File: src/rtl/vara_pkg.sv
`default_nettype none
// ----------------------------------------------------------------------------
// vara_pkg: shared widths, constants and types
// Widths of the fixed-point datapath that aligns two unit vectors, and the
// packet types passed between its pipeline sections.
// ----------------------------------------------------------------------------
package vara_pkg;

    // Q2.16 field and intermediate widths
    localparam int FIELD_W  = 18;
    localparam int PROD_W   = 36;   // Q2.16 x Q2.16, exact Q.32
    localparam int CROSS_W  = 37;   // difference of two products
    localparam int DOT_W    = 38;   // sum of three products
    localparam int W_W      = 21;   // rounded cross component, Q.16
    localparam int D_W      = 37;   // 1 + dot in Q.32
    localparam int AD_W     = 36;   // |d|
    localparam int WP_W     = 40;   // product of two cross components
    localparam int KK_W     = 41;   // one entry of K*K in Q.32
    localparam int AN_W     = 40;   // |K*K entry|
    localparam int NUM_W    = 57;   // dividend and shifted divisor
    localparam int Q_BITS   = 21;   // quotient bits below the clamp
    localparam int QM_W     = Q_BITS + 1;
    localparam int QS_W     = QM_W + 1;
    localparam int SUM_W    = QS_W + 1;
    localparam int N_LANES  = 6;    // distinct entries of symmetric K*K

    localparam int IN_TDATA_W  = 112;
    localparam int OUT_TDATA_W = 168;

    // lanes of the divider, one per distinct K*K entry
    localparam int LANE_00 = 0;
    localparam int LANE_11 = 1;
    localparam int LANE_22 = 2;
    localparam int LANE_01 = 3;
    localparam int LANE_02 = 4;
    localparam int LANE_12 = 5;

    localparam logic signed [FIELD_W-1:0] ONE_Q16     = 18'sd65536;
    localparam logic signed [FIELD_W-1:0] NEG_ONE_Q16 = -18'sd65536;
    localparam logic signed [FIELD_W-1:0] SAT_MAX     = 18'sd131071;
    localparam logic signed [FIELD_W-1:0] SAT_MIN     = -18'sd131072;
    localparam logic signed [DOT_W-1:0]   ONE_Q32     = 38'sd4294967296;
    localparam logic signed [DOT_W-1:0]   NEG_ONE_Q32 = -38'sd4294967296;

    typedef logic signed [FIELD_W-1:0] fld_t;
    typedef logic signed [W_W-1:0]     w_t;

    // data that rides along the pipeline next to the division
    typedef struct packed {
        w_t   w0;
        w_t   w1;
        w_t   w2;
        logic opp;
    } side_t;

    typedef struct packed {
        logic [NUM_W-1:0] num;
        logic             neg;
        logic             ovf;
    } div_req_t;

    typedef struct packed {
        logic [NUM_W-1:0]  rem;
        logic [Q_BITS-1:0] q;
        logic              neg;
        logic              ovf;
    } div_lane_t;

    typedef struct packed {
        logic [QM_W-1:0] qmag;
        logic            neg;
    } div_res_t;

    typedef struct packed {
        fld_t r22;
        fld_t r21;
        fld_t r20;
        fld_t r12;
        fld_t r11;
        fld_t r10;
        fld_t r02;
        fld_t r01;
        fld_t r00;
        logic opp;
    } rot_t;

endpackage
`default_nettype wire

File: src/rtl/vara_out.sv
`default_nettype none
// ----------------------------------------------------------------------------
// vara_out: matrix assembly and saturation
// Two stages: sign the quotients, then add identity and skew terms, saturate
// to Q2.16 and substitute the fixed half-turn for opposite vectors.
// ----------------------------------------------------------------------------
module vara_out (
    input  wire logic            aclk,
    input  wire logic            aresetn,
    input  wire logic            en,
    input  wire logic            in_valid,
    input  wire vara_pkg::side_t side_in,
    input  wire vara_pkg::div_res_t [vara_pkg::N_LANES-1:0] res_in,
    output logic                 out_valid,
    output vara_pkg::rot_t       rot_out
);

    localparam int NL  = vara_pkg::N_LANES;
    localparam int QSW = vara_pkg::QS_W;
    localparam int SW  = vara_pkg::SUM_W;
    localparam int FW  = vara_pkg::FIELD_W;

    function automatic vara_pkg::fld_t entry(input logic diag,
                                             input logic signed [SW-1:0] kterm,
                                             input logic signed [QSW-1:0] q);
        logic signed [SW-1:0] ione;
        logic signed [SW-1:0] s;
        ione = diag ? SW'(vara_pkg::ONE_Q16) : SW'(0);
        s    = ione + kterm + SW'(q);
        if (s > SW'(vara_pkg::SAT_MAX)) begin
            return vara_pkg::SAT_MAX;
        end else if (s < SW'(vara_pkg::SAT_MIN)) begin
            return vara_pkg::SAT_MIN;
        end
        return s[FW-1:0];
    endfunction

    logic f_valid_reg, g_valid_reg;
    logic signed [QSW-1:0] qs_next [NL];
    logic signed [QSW-1:0] qs_reg  [NL];
    vara_pkg::side_t       side_f_reg;
    logic signed [SW-1:0]  kw0, kw1, kw2;
    vara_pkg::rot_t        rot_next;
    vara_pkg::rot_t        rot_reg;

    always_ff @(posedge aclk) begin
        if (!aresetn) begin
            f_valid_reg <= 1'b0;
            g_valid_reg <= 1'b0;
        end else if (en) begin
            f_valid_reg <= in_valid;
            g_valid_reg <= f_valid_reg;
        end
    end

    always_comb begin
        for (int l = 0; l < NL; l++) begin
            qs_next[l] = res_in[l].neg ? -$signed({1'b0, res_in[l].qmag})
                                       : $signed({1'b0, res_in[l].qmag});
        end
    end

    always_ff @(posedge aclk) begin
        if (en) begin
            for (int l = 0; l < NL; l++) begin
                qs_reg[l] <= qs_next[l];
            end
            side_f_reg <= side_in;
        end
    end

    always_comb begin
        kw0 = SW'(side_f_reg.w0);
        kw1 = SW'(side_f_reg.w1);
        kw2 = SW'(side_f_reg.w2);
        if (side_f_reg.opp) begin
            rot_next     = '0;
            rot_next.r00 = vara_pkg::ONE_Q16;
            rot_next.r11 = vara_pkg::NEG_ONE_Q16;
            rot_next.r22 = vara_pkg::NEG_ONE_Q16;
            rot_next.opp = 1'b1;
        end else begin
            rot_next.r00 = entry(1'b1, SW'(0), qs_reg[vara_pkg::LANE_00]);
            rot_next.r01 = entry(1'b0, -kw2,   qs_reg[vara_pkg::LANE_01]);
            rot_next.r02 = entry(1'b0, kw1,    qs_reg[vara_pkg::LANE_02]);
            rot_next.r10 = entry(1'b0, kw2,    qs_reg[vara_pkg::LANE_01]);
            rot_next.r11 = entry(1'b1, SW'(0), qs_reg[vara_pkg::LANE_11]);
            rot_next.r12 = entry(1'b0, -kw0,   qs_reg[vara_pkg::LANE_12]);
            rot_next.r20 = entry(1'b0, -kw1,   qs_reg[vara_pkg::LANE_02]);
            rot_next.r21 = entry(1'b0, kw0,    qs_reg[vara_pkg::LANE_12]);
            rot_next.r22 = entry(1'b1, SW'(0), qs_reg[vara_pkg::LANE_22]);
            rot_next.opp = 1'b0;
        end
    end

    always_ff @(posedge aclk) begin
        if (en) begin
            rot_reg <= rot_next;
        end
    end

    assign out_valid = g_valid_reg;
    assign rot_out   = rot_reg;

endmodule
`default_nettype wire

File: config.mk
export PLATFORM = sky130hd
export DESIGN_NAME = vara_out
export DESIGN_NICKNAME = d
export VERILOG_FILES = /design/src/rtl/vara_pkg.sv /design/src/rtl/vara_out.sv
export SDC_FILE = /design/constraint.sdc
export NUM_CORES = 1
export LEC_CHECK = 0
export BUFFER_PORTS_ARGS = -buffer_cell sky130_fd_sc_hd__buf_2
export CAP_MARGIN = 20
export CORE_MARGIN = 4
export CORE_UTILIZATION = 62
export CTS_CLUSTER_DIAMETER = 120
export DETAILED_ROUTE_END_ITERATION = 16
export GPL_TIMING_DRIVEN = 0
export PLACE_DENSITY_LB_ADDON = 0.2
export SYNTH_ARGS = -nofsm -noshare
export SYNTH_HDL_FRONTEND = slang
export SYNTH_SLANG_ARGS = --single-unit
File: constraint.sdc
create_clock -name aclk -period 5.1 [get_ports aclk]
set_input_delay 1.275 -clock aclk [delete_from_list [all_inputs] [get_ports aclk]]
set_output_delay 1.275 -clock aclk [all_outputs]
set_load 0.05 [all_outputs]
==> results of run 1 <==
## cell usage after synthesis, drive strengths merged, types with 13 or more instances
master,count,area (µm²)
nor2,161,604.3
nor3,43,225.2
clkbuf,55,207.7
nand2b,43,269.0
o21ai,158,824.5
or3,19,123.9
o41ai,27,277.8
ha,150,1877
or4,20,153.9
a31oi,23,143.9
nor4,27,168.9
nand2,132,495.5
a21oi,162,855.8
nand4,27,168.9
buf,41,232.7
o21a,48,360.4
or2,13,81.33
a21o,34,255.2
nor2b,29,181.4
xnor2,209,1831
xor2,26,227.7
o31ai,48,375.4
inv,155,581.8
edfxtp,365,10960
o21bai,19,142.6
nand3,32,160.2
o211ai,13,116.4
## worst max path at each step
stage | endpoint | slack, ps | cells past startpoint
floorplan | rot_out[137] | 1640 | 14
global placement | out_valid | -2250 | 3
detailed placement | rot_out[67] | 650 | 13
CTS | rot_out[67] | 590 | 14
global route | rot_out[67] | 110 | 14
finish | rot_out[67] | 430 | 14
## power by group through the flow
stage | clock network (mW) | registers [mW] | logic, mW
global route | 2.96 | 3.97 | 3.65
finish | 2.78 | 3.94 | 3.37
CTS | 2.83 | 3.93 | 3.34
global placement | 0 | 4.01 | 3.25
floorplan | 0 | 4.54 | 1.87
detailed placement | 0 | 3.99 | 3.32
## logic make-up (layout without fill, tap and decap cells)
group	Yosys count	after routing
AOI/OAI and AO/OA	619	619
other	0	14
buffers and inverters	252	693
muxes	5	5
xor gates and xnor gates	235	235
and+or+nand+nor	577	577
DFF	367	367
adders and majority gates	157	157
## worst max-delay path, delay by kind of cell, from the launching register on
family	cells	cell delay, ps
AO/OA/AOI/OAI	6	2210
AND/OR/NAND/NOR	3	520
buffers and inverters	3	760
adder cells (fa/ha/maj)	1	240
flip-flops	1	400
XOR/XNOR	1	230
## per-stage QoR
step	power [mW]	setup TNS [ps]
3_3_place_gp	7.262	-797200
2_1_floorplan	6.411	0
3_5_place_dp	7.307	0
5_1_grt	10.58	0
6_report	10.08	0
4_1_cts	10.10	0
## metal layers
layer | share of wire, % | wire (µm) | global-route usage [%]
met2 | 48 | 28270 | 47.22
met5 | 0.16 | 96 | 0
met1 | 40 | 23210 | 34.61
met3 | 8.4 | 4897 | 7.123
met4 | 3.5 | 2049 | 10.08
## area by class of cell
class                           instances  area, µm²
Timing Repair Buffer                  371       1912
Sequential cell                       367      11000
Inverter                              156      585.6
Tap cell                              468      585.6
Multi-Input combinational cell       1593      11120
Buffer                                 96      440.4
Clock inverter                         19      171.4
Fill cell                            2592       9776
Antenna cell                           14      35.03
Clock buffer                           51       1074
==> run_results.csv, run 1 <==
group,metric,value,unit
outcome,status,"finished, final reports clean",
timing,worst_pin_slew,978.4,ps
cts,clock-sinks,367,
logic_synthesis,synth_fa_ha_area_share,8.671,%
logic_synthesis,async_flop_share,0,%
worst_setup_path,reg2reg_to,"rot_out[67]",
worst_setup_path,startpoint,"kw2[6]",
power_and_ir_drop,p_int,6.489,mW
worst_setup_path,slowest_delay,690,ps
detailed_routing,drt_iter0_markers,1467,
layout,largest_register_ffs,163,
timing,fin_ws,434.6,ps
logic_synthesis,syn-num-nets,2574,
placed_design,gp_congestion,0.9367,
grt,antenna_found_initial,22,
logic_synthesis,post_synth.cell_area_avg,10.46,µm²
grt,grt_overflow_total,0,
cts,clk_path_buf_depth,3,
logic_synthesis,synth_warnings,0,
min_path,worstHoldEndpoint,"rot_out[0]",
timing,skew,15.77,ps
cts,postCtsResizedCells,0,
worst_setup_path,path_class,"flip-flop to flip-flop",
layout,final_cell_area,26920,µm²
cts,path_clk_slew,60,ps
worst_setup_path,crit_chain,"inv_1 > ha_1 > clkbuf_1 > nor3_1 > nand2_1 > o21ai_0 > o211ai_1 > a21oi_1 > o21ai_0 > xnor2_1 > nand3_1 > o21ai_1 > clkbuf_1 > a21oi_1",
detailed_routing,dr.pass1.iters,6,
power_and_ir_drop,power.density,374.6,nW/µm²
timing,timing.final.crit_share,91.48,%
cts,numCtsBuffers,41,
die,dieHeight,201.2,µm
detailed_routing,routed_wl,58.52,mm
layout,final_cell_mix,"buf_2, edfxtp_1, xnor2_1, nor2_1, inv_1",
timing,drv_slew,0,
power_and_ir_drop,swShare,35.66,%
worst_setup_path,crit_fanout,10,
timing,period_minus_slack,4665,ps
timing,rsz0062_at_grt,"no",
grt,track_usage,27.79,%
detailed_routing,drtAntennaViolNets,0,
cts,cts_tree,"yes",
min_path,hp-start,"side_f_reg[0]",
power_and_ir_drop,power_frac_seq,39.0,%
detailed_routing,viasPerCell,5.873,
power_and_ir_drop,p_sw,3.596,mW
cts,cts_hold_buffers,0,
worst_setup_path,worstPathRequired,5370,ps
worst_setup_path,start_kind,"flip-flop",
placed_design,port_buffers,369,
min_path,min_path_cells,0,
timing,fmax,214.3,MHz
cts,cts_root_buf,"clkbuf_16",
logic_synthesis,synth_top_family_by_area,"compound AO/OA/AOI/OAI gates",
layout,syn2layout_area_growth,16.32,%
cts,htreeDepth,2,
worst_setup_path,r2r_setup_slack,430,ps
power_and_ir_drop,p_comb_share,33.4,%
logic_synthesis,synth-xor-area-share,8.893,%
layout,fin_util,73.36,%
die,rows,70,
worst_setup_path,cp.arrival,4940,ps
power_and_ir_drop,ir_drop,0.2465,mV
die,dieArea,40490,µm²
worst_setup_path,cp_slowest_cell,"o21ai_1",
logic_synthesis,synth_ff_type,"edfxtp_1",
logic_synthesis,synthSimpleGateAreaFrac,12.36,%
grt,grt_pass1_vias,18007,
flow_run,drv_cap,0,
timing,setup_violations,0,
placed_design,detailed_place_hpwl,44.99,mm
logic_synthesis,synth_edf_count,365,
logic_synthesis,yosys-mux-area-fraction,0.2216,%
layout,nNetsFinal,2988,
timing,finalHoldViolations,0,
die,start_util,63.07,%
power_and_ir_drop,p_leak,10.91,nW
power_and_ir_drop,clkPwrFrac,27.6,%
logic_synthesis,synthCells,2212,
die,die_w,201.2,µm
worst_setup_path,r2r-start,"kw2[6]",
logic_synthesis,ys_ff_latch,367,
placed_design,dp_cells,3051,
die,core_region_area,36700,µm²
logic_synthesis,yosysSeqAreaShare,47.53,%
grt,grt_max_degree,140,
worst_setup_path,end_kind,"flip-flop",
logic_synthesis,ys_types,90,
placed_design,place_area,25640,µm²
logic_synthesis,synth_compound_area_share,17.89,%
detailed_routing,drc,0,
die,io_pins,370,
timing,slew_headroom,34.06,%
min_path,hp-class,"flip-flop to flip-flop",
layout,layout-drive-gt1-share,19.83,%
grt,grt_pass1_wl,92.08,mm
detailed_routing,wl_per_cell,18.67,µm
cts,cts_setup_buffers,0,
logic_synthesis,netlist_area,23140,µm²
layout,final_common_cell,"buf_2",
cts,clk_latency,560,ps
worst_setup_path,rr_worst_depth,14,
layout,final_cells,3135,
timing,hold_ws,451.9,ps
detailed_routing,vias,18411,
placed_design,dp_slack,653.1,ps
(Power assumes the default switching activity.)
==> run 2, diff against run 1 <==
CORE_ASPECT_RATIO = 1.75   (was not set)
CORE_MARGIN = 2   (was 4)
==> run 2 against run 1 <==
  * Sequential power is essentially flat
  * Non-clock buffer count is the same
  * Clock skew grew 6.3 ps
  * Maximum frequency shrank 2.1%
  * Routed wire length grew 4.7%
  * Total power shrank 0.92%
  * Clock-buffer cell count shrank 4
  * Sequential share of layout area grew 0.13 points
  * Via count grew 1.2%
  * Critical path depth shrank 1
  * Register-to-register slack lost 100 ps
  * Final area shrank 0.31%
  * Largest power group unchanged
==> run_results.csv, run 2 (synthesized netlist as in run 1, its figures left out) <==
group,metric,value,unit
min_path,worstHoldEndpoint,"rot_out[0]",
detailed_routing,wl_per_cell,19.54,µm
timing,finalHoldViolations,0,
layout,largest_register_ffs,163,
timing,slew_headroom,29.73,%
layout,final_cells,3134,
worst_setup_path,crit_top_cell,"a21oi_1",
grt,grt_pass1_wl,93.52,mm
die,dieArea,38950,µm²
min_path,hp-start,"side_f_reg[0]",
worst_setup_path,path_buf_inv,2,
timing,drv_slew,0,
power_and_ir_drop,ir_drop,0.2933,mV
cts,numCtsBuffers,36,
layout,final_cell_area,26840,µm²
worst_setup_path,rr_worst_depth,13,
die,rows,93,
worst_setup_path,path_class,"flip-flop to flip-flop",
placed_design,detailed_place_hpwl,48.15,mm
cts,cts_setup_buffers,0,
worst_setup_path,crit_family,"compound AO/OA/AOI/OAI gates",
outcome,status,"finished, final reports clean",
flow_run,drv_cap,0,
layout,final_common_cell,"buf_2",
detailed_routing,drtAntennaViolNets,0,
die,dieHeight,259.6,µm
grt,grt_overflow_total,0,
layout,nNetsFinal,2983,
min_path,min_path_cells,0,
worst_setup_path,r2r_setup_slack,330,ps
timing,timing.final.crit_share,93.47,%
timing,period_minus_slack,4767,ps
cts,clock-sinks,367,
worst_setup_path,end_kind,"flip-flop",
timing,worst_pin_slew,1047,ps
timing,setup_violations,0,
worst_setup_path,r2r-start,"kw2[1]",
cts,clk_latency,550,ps
die,io_pins,370,
worst_setup_path,startpoint,"kw2[1]",
cts,cts_tree,"yes",
worst_setup_path,crit_fanout,10,
grt,grt_max_degree,136,
worst_setup_path,cp.arrival,5020,ps
grt,track_usage,30.68,%
power_and_ir_drop,p_leak,10.86,nW
placed_design,dp_cells,3058,
detailed_routing,drc,0,
cts,path_clk_slew,70,ps
cts,clk_path_buf_depth,3,
die,die_w,150.1,µm
timing,rsz0062_at_grt,"no",
detailed_routing,routed_wl,61.25,mm
detailed_routing,dr.pass1.iters,5,
detailed_routing,viasPerCell,5.944,
worst_setup_path,worstPathRequired,5360,ps
power_and_ir_drop,power.density,372.3,nW/µm²
placed_design,place_area,25650,µm²
detailed_routing,drt_iter0_markers,1197,
worst_setup_path,start_kind,"flip-flop",
detailed_routing,vias,18629,
worst_setup_path,cp_slowest_cell,"a2111oi_1",
placed_design,port_buffers,369,
layout,layout-drive-gt1-share,19.67,%
grt,grt_pass1_vias,18383,
layout,final_cell_mix,"buf_2, edfxtp_1, xnor2_1, nor2_1, inv_1",
timing,skew,22.03,ps
layout,syn2layout_area_growth,15.96,%
worst_setup_path,reg2reg_to,"rot_out[71]",
min_path,hp-class,"flip-flop to flip-flop",
cts,cts_hold_buffers,0,
cts,cts_root_buf,"clkbuf_16",
worst_setup_path,slowest_delay,830,ps
worst_setup_path,crit_chain,"inv_1 > ha_1 > nor2b_1 > o311ai_1 > o21ai_0 > a2111oi_1 > o41ai_1 > a21oi_1 > xnor2_1 > nand3_1 > o21ai_1 > clkbuf_1 > a21oi_1",
layout,fin_util,72.99,%
timing,fmax,209.8,MHz
grt,antenna_found_initial,10,
die,core_region_area,36770,µm²
placed_design,gp_congestion,0.9515,
cts,postCtsResizedCells,0,
cts,htreeDepth,2,
die,start_util,62.94,%
## run 2: routing by layer
metal / vias up / wire (µm) / global-route usage (%)
li1: 8915 / - / -
met3: 204 / 3176 / 4.491
met4: 2 / 3726 / 17.30
met5: - / 11 / 0
met2: 701 / 33540 / 59.02
met1: 8807 / 20790 / 30.78
## run 2: area by class of cell
cell class	count	area, µm²
Multi-Input combinational cell	1593	11120
Clock buffer	47	973.4
Sequential cell	367	11000
Clock inverter	19	190.2
Fill cell	2661	9931
Timing Repair Buffer	371	1912
Antenna cell	10	25.02
Inverter	156	585.6
Tap cell	475	594.3
Buffer	96	440.4
## run 2: power breakdown
part           internal [mW]  switching (mW)  total (mW)
Combinational           1.12            2.28        3.40
Clock                   1.51            1.15        2.66
Sequential              3.76           0.163        3.93
Total                   6.40            3.59        9.99
## run 2: stage by stage
stage	setup TNS, ps	setup WS (ps)	hold slack, ps	total power, mW
after floorplan	0	1637	424.4	6.411
after global placement	-779330	-2182	482.0	7.287
after detailed placement	0	534.4	485.2	7.338
after CTS	0	494.2	488.1	9.981
after global routing	0	82.41	503.0	10.43
final	0	332.8	490.2	9.992
## run 2: how the worst max path moves through the flow
| stage | end | slack, ps | depth (start not counted) |
|---|---|---|---|
| after global routing | rot_out[71] | 80 | 13 |
| after floorplan | rot_out[137] | 1640 | 14 |
| after detailed placement | rot_out[69] | 530 | 13 |
| after global placement | f_valid_reg | -2180 | 3 |
| after CTS | rot_out[71] | 490 | 13 |
| final | rot_out[71] | 330 | 13 |
